[src/rtl/dsfp_pkg.sv]
// Shared constants and types for the dust sensor frame parser.
// Standalone package; used by dust_sensor_frame_parser.
`default_nettype none

package dsfp_pkg;

   localparam int unsigned BYTE_W = 8;
   localparam int unsigned WORD_W = 16;
   localparam int unsigned SCALED_W = 13;

   // Frame start marker
   localparam logic [BYTE_W-1:0] HEAD_FIRST = 8'h42;
   localparam logic [BYTE_W-1:0] HEAD_SECOND = 8'h4D;

   // Byte offsets of the big-endian data words kept from a frame
   localparam int unsigned OFS_PM_FIRST = 6;
   localparam int unsigned OFS_PM_SECOND = 8;
   localparam int unsigned OFS_PM_THIRD = 12;
   localparam int unsigned OFS_PM_FOURTH = 14;
   localparam int unsigned OFS_TEMP = 24;
   localparam int unsigned OFS_HUMID = 26;

   // x / 10 == (x * 52429) >> 19 for every 16-bit x
   localparam int unsigned PROD_W = 32;
   localparam logic [WORD_W-1:0] DIV10_RECIP = 16'd52429;
   localparam int unsigned DIV10_SHIFT = 19;

   // Raw words of a matched frame, held between the window check and the output
   typedef struct packed {
      logic [WORD_W-1:0] pm_first;
      logic [WORD_W-1:0] pm_second;
      logic [WORD_W-1:0] pm_third;
      logic [WORD_W-1:0] pm_fourth;
      logic [WORD_W-1:0] temp_raw;
      logic [WORD_W-1:0] humid_raw;
   } frame_words_type;

endpackage

`default_nettype wire

[src/rtl/dust_sensor_frame_parser.sv]
// Dust sensor frame parser: byte window, header match and result output.
// Depends on dsfp_pkg for constants and the frame word struct.
//
// Usage: one received serial byte enters per req_ item (req_valid/req_ready).
// The last FRAME_BYTES-1 bytes are kept in a shift line with a fill count.
// When a byte completes a full window that starts with 0x42 0x4D, one rsp_
// item carries data words 2, 3, 5, 6 and words 11, 12 divided by ten; the
// window then empties. A full window without the marker drops its oldest byte.
// Throughput: one byte per cycle while the output drains. The window check
// sits between the shift line and a word register; the divide by ten
// (reciprocal multiply) sits between that register and the output register.
// A frame's result passes through the word register and then the output
// register before it is valid on rsp_.
// Reset clears the fill count and both valid flags; the window contents are
// left as they are. When rsp_ready stays low, the result holds and the word
// register fills; req_ready then drops until the output drains, and no byte
// is lost.
`default_nettype none

module dust_sensor_frame_parser #(
   parameter int unsigned FRAME_BYTES = 32
) (
   input  wire logic        clock,
   input  wire logic        reset,
   input  wire logic        req_valid,
   output logic             req_ready,
   input  wire logic [7:0]  req_rx_byte,
   output logic             rsp_valid,
   input  wire logic        rsp_ready,
   output logic [15:0]      rsp_pm_first,
   output logic [15:0]      rsp_pm_second,
   output logic [15:0]      rsp_pm_third,
   output logic [15:0]      rsp_pm_fourth,
   output logic [12:0]      rsp_temperature_scaled,
   output logic [12:0]      rsp_humidity_scaled
);

   localparam int unsigned HOLD_DEPTH = FRAME_BYTES - 1;
   localparam int unsigned CNT_W = $clog2(FRAME_BYTES);
   localparam logic [CNT_W-1:0] CNT_FULL = CNT_W'(HOLD_DEPTH);

   logic [dsfp_pkg::BYTE_W-1:0] win_ff [HOLD_DEPTH];
   logic [CNT_W-1:0]            cnt_ff, cnt_in;
   logic [dsfp_pkg::BYTE_W-1:0] frame_bytes [FRAME_BYTES];

   logic                        accept;
   logic                        full;
   logic                        hit;

   dsfp_pkg::frame_words_type   words_ff, words_in;
   logic                        words_valid_ff, words_valid_in;
   logic                        out_free;
   logic                        words_free;

   logic [dsfp_pkg::PROD_W-1:0] temp_prod;
   logic [dsfp_pkg::PROD_W-1:0] humid_prod;

   logic                        rsp_valid_ff;
   logic [15:0]                 pm_first_ff, pm_second_ff, pm_third_ff, pm_fourth_ff;
   logic [12:0]                 temp_ff, humid_ff;

   // Handshake: the output register frees the word register, which frees input
   assign out_free = !rsp_valid_ff || rsp_ready;
   assign words_free = !words_valid_ff || out_free;
   assign req_ready = words_free;
   assign accept = req_valid && req_ready;

   // Window as seen with the incoming byte appended at the end
   always_comb begin
      for (int k = 0; k < HOLD_DEPTH; k++) begin
         frame_bytes[k] = win_ff[k];
      end
      frame_bytes[FRAME_BYTES-1] = req_rx_byte;
   end

   assign full = (cnt_ff == CNT_FULL);
   assign hit = full && (frame_bytes[0] == dsfp_pkg::HEAD_FIRST)
                     && (frame_bytes[1] == dsfp_pkg::HEAD_SECOND);

   always_comb begin
      words_in.pm_first = {frame_bytes[dsfp_pkg::OFS_PM_FIRST],
                           frame_bytes[dsfp_pkg::OFS_PM_FIRST+1]};
      words_in.pm_second = {frame_bytes[dsfp_pkg::OFS_PM_SECOND],
                            frame_bytes[dsfp_pkg::OFS_PM_SECOND+1]};
      words_in.pm_third = {frame_bytes[dsfp_pkg::OFS_PM_THIRD],
                           frame_bytes[dsfp_pkg::OFS_PM_THIRD+1]};
      words_in.pm_fourth = {frame_bytes[dsfp_pkg::OFS_PM_FOURTH],
                            frame_bytes[dsfp_pkg::OFS_PM_FOURTH+1]};
      words_in.temp_raw = {frame_bytes[dsfp_pkg::OFS_TEMP],
                           frame_bytes[dsfp_pkg::OFS_TEMP+1]};
      words_in.humid_raw = {frame_bytes[dsfp_pkg::OFS_HUMID],
                            frame_bytes[dsfp_pkg::OFS_HUMID+1]};
   end

   // Empty on a frame, hold at full otherwise once full
   always_comb begin
      cnt_in = cnt_ff;
      if (accept) begin
         if (hit) begin
            cnt_in = '0;
         end else if (!full) begin
            cnt_in = cnt_ff + CNT_W'(1);
         end
      end
   end

   always_comb begin
      words_valid_in = words_valid_ff;
      if (words_free) begin
         words_valid_in = accept && hit;
      end
   end

   always_ff @(posedge clock) begin
      if (reset) begin
         cnt_ff <= '0;
         words_valid_ff <= 1'b0;
      end else begin
         cnt_ff <= cnt_in;
         words_valid_ff <= words_valid_in;
      end
   end

   // Advance the shift line on every accepted byte; only the newest cnt_ff are live
   always_ff @(posedge clock) begin
      if (accept) begin
         for (int k = 0; k < HOLD_DEPTH - 1; k++) begin
            win_ff[k] <= win_ff[k+1];
         end
         win_ff[HOLD_DEPTH-1] <= req_rx_byte;
      end
   end

   always_ff @(posedge clock) begin
      if (words_free && accept && hit) begin
         words_ff <= words_in;
      end
   end

   // Divide by ten through the reciprocal
   assign temp_prod = {16'b0, words_ff.temp_raw} * {16'b0, dsfp_pkg::DIV10_RECIP};
   assign humid_prod = {16'b0, words_ff.humid_raw} * {16'b0, dsfp_pkg::DIV10_RECIP};

   always_ff @(posedge clock) begin
      if (reset) begin
         rsp_valid_ff <= 1'b0;
      end else if (out_free) begin
         rsp_valid_ff <= words_valid_ff;
      end
   end

   always_ff @(posedge clock) begin
      if (out_free && words_valid_ff) begin
         pm_first_ff <= words_ff.pm_first;
         pm_second_ff <= words_ff.pm_second;
         pm_third_ff <= words_ff.pm_third;
         pm_fourth_ff <= words_ff.pm_fourth;
         temp_ff <= temp_prod[dsfp_pkg::DIV10_SHIFT +: dsfp_pkg::SCALED_W];
         humid_ff <= humid_prod[dsfp_pkg::DIV10_SHIFT +: dsfp_pkg::SCALED_W];
      end
   end

   assign rsp_valid = rsp_valid_ff;
   assign rsp_pm_first = pm_first_ff;
   assign rsp_pm_second = pm_second_ff;
   assign rsp_pm_third = pm_third_ff;
   assign rsp_pm_fourth = pm_fourth_ff;
   assign rsp_temperature_scaled = temp_ff;
   assign rsp_humidity_scaled = humid_ff;

endmodule

`default_nettype wire
[config.mk]
export PLATFORM = sky130hd
export DESIGN_NAME = dust_sensor_frame_parser
export DESIGN_NICKNAME = d
export VERILOG_FILES = /design/src/rtl/dsfp_pkg.sv /design/src/rtl/dust_sensor_frame_parser.sv
export SDC_FILE = /design/constraint.sdc
export NUM_CORES = 1
export LEC_CHECK = 0
export BUFFER_PORTS_ARGS = -buffer_cell sky130_fd_sc_hd__buf_2
export CORE_UTILIZATION = 60
export DETAILED_ROUTE_END_ITERATION = 12
export HOLD_SLACK_MARGIN = 0.06
export PLACE_DENSITY_LB_ADDON = 0.25
export SKIP_LAST_GASP = 1
export SLEW_MARGIN = 15
export SYNTH_ARGS = -nofsm -noshare
export SYNTH_HDL_FRONTEND = slang
export SYNTH_SLANG_ARGS = --single-unit
export TNS_END_PERCENT = 50
[constraint.sdc]
create_clock -name clock -period 39.5 [get_ports clock]
set_clock_uncertainty 0.2 [all_clocks]
set_input_delay 11.85 -clock clock [delete_from_list [all_inputs] [get_ports clock]]
set_output_delay 11.85 -clock clock [all_outputs]
set_load 0.005 [all_outputs]
==> results.json, run 1 <==
{
  "status": "finished, final reports clean",
  "post_cts_buffers": 0,
  "finalSetupViolations": 0,
  "std_cell_rows": 70,
  "place.gp.congestion": 0.901,
  "use_met3_pct": 2.72,
  "multiInputGateArea_sq_um": 8360,
  "yosysMostFrequentCell": "edfxtp_1",
  "rsz0062_at_grt": "false",
  "n_antenna_cell": 0,
  "synthFlopType": "edfxtp_1",
  "dieWidth_um": 196,
  "via_per_inst": 5.31,
  "synth.ff_latch_count": 441,
  "rrSetupSlack_ns": 33.43,
  "ctsHoldBuffers": 0,
  "fill_cells": 2503,
  "die_h_um": 196,
  "r2r_end": "rsp_humidity_scaled[9]",
  "reg2reg_from": "words_ff[8]",
  "worstHoldPathType": "reg -> reg",
  "ctsLongestPathBuffers": 3,
  "grt_use_met1_pct": 31.7,
  "synth_top_area_share_pct": 57.5,
  "endpoint_kind": "primary output",
  "drive_gt1_share_pct": 10.7,
  "first_pass_iters": 5,
  "required_ns": 27.45,
  "synth_edf_count": 434,
  "post-dp-hpwl_um": 28900,
  "coreArea_sq_um": 36900,
  "io-pin-count": 104,
  "use_met2_pct": 36.8,
  "synth.top_cells.by_count": "edfxtp_1 (434), inv_1 (296), ha_1 (264)",
  "cp_max_fo": 3,
  "grt_overflow": 0,
  "vias": 11400,
  "antenna_found_initial": 0,
  "cts_resized": 0,
  "critPathLaunch": "rsp_ready",
  "track_usage_pct": 22.3,
  "drv_slew": 0,
  "clkLatencyLatePin_ns": 0.57,
  "postRouteAntennaNets": 0,
  "yosysTopAreaCell": "edfxtp_1",
  "drc": 0,
  "crit_end": "req_ready",
  "final_util_pct": 68.4,
  "htree_levels": 2,
  "syn_inst": 1469,
  "die-area_sq_um": 38500,
  "syn2layout_area_growth_pct": 11.4,
  "netlist_area_sq_um": 22700,
  "period_minus_slack_ns": 24.58,
  "relSlewSlack_pct": 37.6,
  "fmax_ghz": 0.0407,
  "clkSinkCount": 441,
  "numCtsBuffers": 43,
  "regArea_sq_um": 13200,
  "final_nets": 2054,
  "synth_warnings": 0,
  "r2r_cells": 16,
  "synth.area.top_cells": "edfxtp_1 (58%), ha_1 (15%), fa_1 (14%)",
  "drt_iter0_drc": 611,
  "syn-num-nets": 1903,
  "grt.busiest_layer": "met2",
  "maxCapViolCount": 0,
  "p_leak_nw": 10.7,
  "cts_tree": "done",
  "tns_ns": 0,
  "cts.root.buffer_cell": "clkbuf_16",
  "wl_um": 40400,
  "initial_core_util_pct": 61.4,
  "hold_viol_final": 0,
  "startpoint_type": "input pin",
  "grt_max_degree": 113,
  "grt_pass1_vias": 12100,
  "finalCritPeriodShare_pct": 62.2,
  "vdd_drop_max_uv": 44.3,
  "clkSlewWorstSetupHoldPaths_ns": 0.06,
  "yosys.cell_types.count": 52,
  "post_drt_wl_per_cell_um": 18.8,
  "worstSetupPathType": "in -> out",
  "seq_area_frac_synth_pct": 58.1,
  "port_buffers": 103,
  "async_flop_share_pct": 0,
  "worst_pin_slew_ns": 0.936,
  "syn_avg_cell_area_sq_um": 15.4,
  "powerDensity_nw_per_um2": 37.5,
  "cp.arrival_ns": 12.53,
  "grt_pass1_wl_um": 65000
}
## cells by family after synthesis
group | count (synthesis) | share of synthesized area, %
simple gates | 124 | 2.72
fa+ha+maj | 422 | 28.5
compound gates | 141 | 3.98
flops | 441 | 58.1
buf+inv | 300 | 5.03
mux | 1 | 0.0442
xor+xnor | 40 | 1.55
## routing by layer
layer  wire length (um)  part of all wire, %  vias to the layer above
li1                   -                    -                     5436
met3               1320                  3.3                       58
met4                893                  2.2                        0
met1              18500                   46                     5729
met5                  0                    0                        -
met2              19800                   49                      211
## state kept, by name, summed over array words and instances (netlist names)
name and count:
win_ff 248, words_ff 96, rsp_valid 1, rsp_pm_third 16
rsp_pm_second 16, rsp_pm_fourth 16, rsp_temperature_scaled 13, rsp_humidity_scaled 13
rsp_pm_first 16, cnt_ff 5, words_valid_ff 1
## cells in the final DEF (no fill, tap or decap), types with 5 or more instances in the layout
master,count
edfxtp_1,434
inv_1,295
ha_1,264
fa_1,158
buf_2,103
a21oi_1,45
clkbuf_16,43
nand2_1,40
xnor2_1,22
xor2_1,18
nor2_1,17
a21o_1,14
o21ai_0,14
nand3_1,13
o21ai_1,11
nor3_1,10
o211ai_1,9
and2_1,8
a211oi_1,8
nand4_1,7
clkbuf_1,7
dfxtp_1,7
a31oi_1,6
clkinv_1,6
buf_4,6
nand2b_1,5
nor2b_1,5
clkinv_2,5
## power breakdown
part	internal [W]	switching (W)	leakage, nW
registers	0.000530	0.00000599	4.15
clock network	0.000229	0.000175	0.672
logic	0.000000865	0.00000551	5.89
## critical path, cell delays in order
cell     delay (ns)
buf_2          0.10
nor2b_1        0.28
nand2_1        0.15
buf_2          0.15
## layout make-up
type                            instances  share of cell area, %
Tap cell                              504                   2.50
Timing Repair Buffer                  109                   2.22
Inverter                              297                   4.47
Clock inverter                         25                   1.12
Clock buffer                           50                   4.37
Sequential cell                       441                   52.2
Multi-Input combinational cell        728                   33.1
## worst min-delay path by stage
stage                             start          endpoint  slack (ns)  cells past startpoint
after floorplan            words_ff[80]   rsp_pm_first[0]        0.20                      0
final                     win_ff[9][11]      win_ff[9][3]        0.20                      0
after detailed placement   words_ff[91]  rsp_pm_first[11]        0.20                      0
after global placement    win_ff[2][13]      win_ff[2][5]        0.20                      0
after CTS                 win_ff[9][11]      win_ff[9][3]        0.19                      0
after global routing       words_ff[55]   rsp_pm_third[7]        0.21                      0
## through the flow
step / setup slack (ns) / total power, W / instances / area, sq um / hold slack, ns
after detailed placement: 14.93 / 0.000552 / 2079 / 23800 / 0.205
after global routing: 14.89 / 0.000974 / 2154 / 25200 / 0.205
final: 14.92 / 0.000946 / 2154 / 25200 / 0.195
after global placement: 14.98 / 0.000550 / 2079 / 23800 / 0.201
after CTS: 14.93 / 0.000957 / 2154 / 25200 / 0.186
after floorplan: 15.34 / 0.000549 / 1469 / 22700 / 0.200
Note: power is estimated with default switching activity, not from simulation.
==> run 2: changes to the inputs <==
--- a/config.mk
+++ b/config.mk
@@ -6,7 +6,7 @@
 export NUM_CORES = 1
 export LEC_CHECK = 0
 export BUFFER_PORTS_ARGS = -buffer_cell sky130_fd_sc_hd__buf_2
-export CORE_UTILIZATION = 60
+export CORE_UTILIZATION = 56
 export DETAILED_ROUTE_END_ITERATION = 12
 export HOLD_SLACK_MARGIN = 0.06
 export PLACE_DENSITY_LB_ADDON = 0.25
==> constraint.sdc (replaced) <==
create_clock -name clock -period 19.8 [get_ports clock]
set_clock_uncertainty 0.2 [all_clocks]
set_input_delay 5.94 -clock clock [delete_from_list [all_inputs] [get_ports clock]]
set_output_delay 5.94 -clock clock [all_outputs]
set_load 0.005 [all_outputs]
==> results.json, run 2 (synthesis gave the netlist of run 1 again) <==
{
  "grt_pass1_vias": 11800,
  "powerDensity_nw_per_um2": 75.0,
  "stdcell_count": 2179,
  "drc": 0,
  "largest_register_ffs": 248,
  "n_antenna_cell": 0,
  "clkSinkCount": 441,
  "die-area_sq_um": 41300,
  "post-dp-hpwl_um": 28600,
  "via_per_inst": 5.27,
  "final_nets": 2055,
  "startpoint_type": "input pin",
  "cp_max_fo": 3,
  "required_ns": 13.66,
  "final_area_sq_um": 25300,
  "initial_core_util_pct": 56.9,
  "std_cell_rows": 73,
  "track_usage_pct": 19.9,
  "period_minus_slack_ns": 12.73,
  "rrSetupSlack_ns": 13.65,
  "first_pass_iters": 7,
  "relSlewSlack_pct": 32.3,
  "numCtsBuffers": 44,
  "drv_slew": 0,
  "antenna_found_initial": 0,
  "layout_commonest_cell": "edfxtp_1",
  "final_cell_mix": "edfxtp_1 (434), inv_1 (295), ha_1 (264), fa_1 (158), buf_2 (103)",
  "cts.root.buffer_cell": "clkbuf_16",
  "finalCritPeriodShare_pct": 64.3,
  "cts_resized": 0,
  "fmax_ghz": 0.0785,
  "place.gp.congestion": 0.911,
  "worstHoldPathType": "reg -> reg",
  "ctsLongestPathBuffers": 3,
  "placed_area_sq_um": 23900,
  "cp.arrival_ns": 6.59,
  "dieWidth_um": 203,
  "p_leak_nw": 10.7,
  "status": "finished, final reports clean",
  "rsz0062_at_grt": "false",
  "max_flop_register": "win_ff",
  "worstSetupPathType": "in -> out",
  "post_cts_buffers": 0,
  "tns_ns": 0,
  "syn2layout_area_growth_pct": 11.7,
  "die_h_um": 203,
  "io-pin-count": 104,
  "clkLatencyLatePin_ns": 0.55,
  "wl_um": 39000,
  "postRouteAntennaNets": 0,
  "drt_iter0_drc": 619,
  "final_util_pct": 63.5,
  "endpoint_kind": "primary output",
  "grt_pass1_wl_um": 62600,
  "hold_viol_final": 0,
  "grt_max_degree": 107,
  "grt_overflow": 0,
  "htree_levels": 2,
  "worst_pin_slew_ns": 1.02,
  "place_inst": 2100,
  "vias": 11500,
  "clkSlewWorstSetupHoldPaths_ns": 0.07,
  "ctsHoldBuffers": 0,
  "top_regs": "win_ff (248), words_ff (96)",
  "cts_tree": "done",
  "port_buffers": 103,
  "drive_gt1_share_pct": 11.1,
  "maxCapViolCount": 0,
  "finalSetupViolations": 0,
  "coreArea_sq_um": 39800,
  "vdd_drop_max_uv": 71.5,
  "post_drt_wl_per_cell_um": 17.9
}
run 2: path summary, 6_finish.rpt:
kind / start / end / depth (start not counted)
worst max register to register: words_ff[14] / rsp_humidity_scaled[9] / 20
worst min register to register: win_ff[9][12] / win_ff[9][4] / 0
worst min-delay path: win_ff[9][12] / win_ff[9][4] / 0
worst max-delay path: rsp_ready / req_ready / 4
run 2: where the power goes:
part           total (W)  internal (W)  switching (W)
clock           0.000817      0.000475       0.000342
sequential       0.00107       0.00106      0.0000113
combinational  0.0000122    0.00000170      0.0000105
run 2: worst max-delay path, cell delays in order:
cell,delay (ns)
buf_2,0.10
nor2b_1,0.27
nand2_1,0.13
buf_2,0.14
run 2: layout make-up:
cell class | instances | area [sq um]
fillers | 2913 | 14500
inverters | 297 | 1130
flip-flops and latches | 441 | 13200
multi-input cells | 728 | 8360
clock inverters | 22 | 215
repair buffers | 109 | 561
well taps | 525 | 657
clock buffers | 57 | 1210
run 2: through the flow:
stage	worst slack (ns)	hold WS [ns]	power, W
2_1_floorplan	3.39	0.200	0.00109
3_3_place_gp	7.09	0.200	0.00110
3_5_place_dp	7.07	0.205	0.00110
4_1_cts	7.07	0.212	0.00192
5_1_grt	7.04	0.218	0.00196
6_report	7.07	0.207	0.00190
run 2: metal layers:
metal / wire [um] / track usage [%]
met1: 17900 / 28.0
met2: 18800 / 32.3
met3: 1400 / 3.18
met4: 905 / 5.50
met5: 0 / 0
==> run 3: changes to the inputs <==
==> constraint.sdc (replaced) <==
create_clock -name clock -period 10.38 [get_ports clock]
set_clock_uncertainty 0.2 [all_clocks]
set_input_delay 3.114 -clock clock [delete_from_list [all_inputs] [get_ports clock]]
set_output_delay 3.114 -clock clock [all_outputs]
set_load 0.005 [all_outputs]
==> results.json, run 3 (synthesis gave the netlist of run 1 again) <==
{
  "powerDensity_nw_per_um2": 141,
  "startpoint_type": "input pin",
  "place_inst": 2099,
  "final_cell_mix": "edfxtp_1 (434), inv_1 (295), ha_1 (264), fa_1 (158), buf_2 (103)",
  "drt_iter0_drc": 730,
  "top_regs": "win_ff (248), words_ff (96)",
  "stdcell_count": 2177,
  "swShare_pct": 19.1,
  "pwr-share-clk_pct": 42.4,
  "layout_commonest_cell": "edfxtp_1",
  "p_sw_w": 0.000684,
  "regArea_sq_um": 13200,
  "max_flop_register": "win_ff",
  "seq_power_share_pct": 57.0,
  "antenna_found_initial": 1,
  "crit_family": "simple AND/OR/NAND/NOR gates",
  "hold_viol_final": 0,
  "track_usage_pct": 20.0,
  "std_cell_rows": 73,
  "status": "finished, final reports clean",
  "fin_total_pwr_w": 0.00358,
  "cts_tree": "done",
  "drc": 0,
  "n_antenna_cell": 0,
  "combPwrFrac_pct": 0.7,
  "fmax_ghz": 0.140,
  "cp_max_fo": 3,
  "place.gp.congestion": 0.896,
  "coreArea_sq_um": 39800,
  "multiInputGateArea_sq_um": 8370,
  "worstSetupPathType": "in -> out",
  "p_leak_nw": 10.7,
  "p_int_w": 0.00289,
  "die-area_sq_um": 41300,
  "grt_max_degree": 117,
  "relSlewSlack_pct": 30.5,
  "worstHoldPathType": "reg -> reg",
  "required_ns": 7.07,
  "dieWidth_um": 203,
  "cts.root.buffer_cell": "clkbuf_16",
  "grt_overflow": 0,
  "syn2layout_area_growth_pct": 11.6,
  "io-pin-count": 104,
  "clkSinkCount": 441,
  "vdd_drop_max_uv": 116,
  "rrSetupSlack_ns": 4.27,
  "cp.arrival_ns": 3.84,
  "finalSetupViolations": 0,
  "grt_pass1_vias": 12000,
  "crit_end": "req_ready",
  "drv_slew": 0,
  "crit_top_cell": "buf_2",
  "slowest_delay_ns": 0.31,
  "worst_pin_slew_ns": 1.04,
  "clkLatencyLatePin_ns": 0.57,
  "maxCapViolCount": 0,
  "post_cts_buffers": 0,
  "largest_register_ffs": 248,
  "htree_levels": 2,
  "port_buffers": 103,
  "period_minus_slack_ns": 7.15,
  "endpoint_kind": "primary output",
  "post_drt_wl_per_cell_um": 18.0,
  "final_area_sq_um": 25300,
  "ctsLongestPathBuffers": 3,
  "slowest_stage": "nor2b_1",
  "r2r_end": "rsp_humidity_scaled[9]",
  "post-dp-hpwl_um": 28800,
  "clkSlewWorstSetupHoldPaths_ns": 0.06,
  "postRouteAntennaNets": 0,
  "finalCritPeriodShare_pct": 68.9,
  "final_nets": 2054,
  "reg2reg_from": "words_ff[11]",
  "numCtsBuffers": 43,
  "critPathLaunch": "rsp_ready",
  "initial_core_util_pct": 56.9,
  "crit_chain": "buf_2 > nor2b_1 > nand2_1 > buf_2",
  "hp-start": "win_ff[8][2]",
  "rsz0062_at_grt": "false",
  "wl_um": 39100,
  "fill_cells": 2987,
  "via_per_inst": 5.20,
  "path_depth": 4,
  "vias": 11300,
  "placed_area_sq_um": 23900,
  "drive_gt1_share_pct": 11.1,
  "critical_path_buf_inv_count": 2,
  "ctsHoldBuffers": 0,
  "grt_pass1_wl_um": 63000,
  "tns_ns": 0,
  "r2r_cells": 16,
  "cts_resized": 0,
  "first_pass_iters": 5,
  "die_h_um": 203
}
==> run 3: cell count changes in the layout (fill, tap and decap cells not counted), sizes merged <==
| cell | previous run | this run |
|---|---|---|
| clkinvlp | 1 | 3 |
| clkbuf | 57 | 50 |
| clkinv | 13 | 19 |
| inv | 302 | 299 |
==> run 3: power by group through the flow <==
stage / sequential, W / clock (W) / combinational (W)
2_1_floorplan: 0.00207 / 0 / 0.0000155
3_3_place_gp: 0.00207 / 0 / 0.0000238
4_1_cts: 0.00204 / 0.00155 / 0.0000249
3_5_place_dp: 0.00207 / 0 / 0.0000248
6_report: 0.00204 / 0.00151 / 0.0000242
5_1_grt: 0.00204 / 0.00163 / 0.0000270
==> run 3: layout make-up <==
class,count,area share (%)
inverters,297,4.46
flip-flops and latches,441,52.1
well taps,525,2.60
clock buffers,50,4.53
repair buffers,109,2.30
multi-input cells,728,33.1
clock inverters,27,0.965
==> run 3: worst min path at each step <==
| stage | to | slack, ns | cells past startpoint |
|---|---|---|---|
| 6_report | win_ff[7][10] | 0.21 | 0 |
| 5_1_grt | rsp_pm_fourth[12] | 0.22 | 0 |
| 4_1_cts | win_ff[7][10] | 0.21 | 0 |
| 3_5_place_dp | rsp_pm_first[15] | 0.20 | 0 |
| 3_3_place_gp | win_ff[5][1] | 0.20 | 0 |
| 2_1_floorplan | rsp_pm_first[0] | 0.20 | 0 |
==> run 3: routing by layer <==
layer / vias to the layer above / track usage, % / routed length (um)
met4: 0 / 6.61 / 1070
met2: 222 / 32.1 / 18800
met1: 5576 / 27.9 / 17700
met5: - / 0 / 0
met3: 63 / 3.47 / 1550
li1: 5449 / - / -
==> run 3: metrics by stage <==
step / worst slack, ns / util [%] / hold slack (ns)
final: 3.23 / 63.5 / 0.211
after global routing: 3.18 / 63.5 / 0.220
after CTS: 3.22 / 63.4 / 0.206
after detailed placement: 3.26 / 60.0 / 0.205
after global placement: 3.33 / 60.0 / 0.200
after floorplan: 0.876 / - / 0.200
==> run 3: worst register-to-register path: stages (launching register included) <==
cell,delay [ns]
edfxtp_1,0.55
ha_1,0.42
ha_1,0.30
inv_1,0.05
fa_1,0.50
inv_1,0.07
fa_1,0.57
fa_1,0.46
fa_1,0.47
ha_1,0.36
a22oi_1,0.24
o211ai_1,0.20
o2111ai_1,0.22
o21ai_1,0.16
o21ai_1,0.64
mux2i_1,0.27
o2111ai_1,0.14
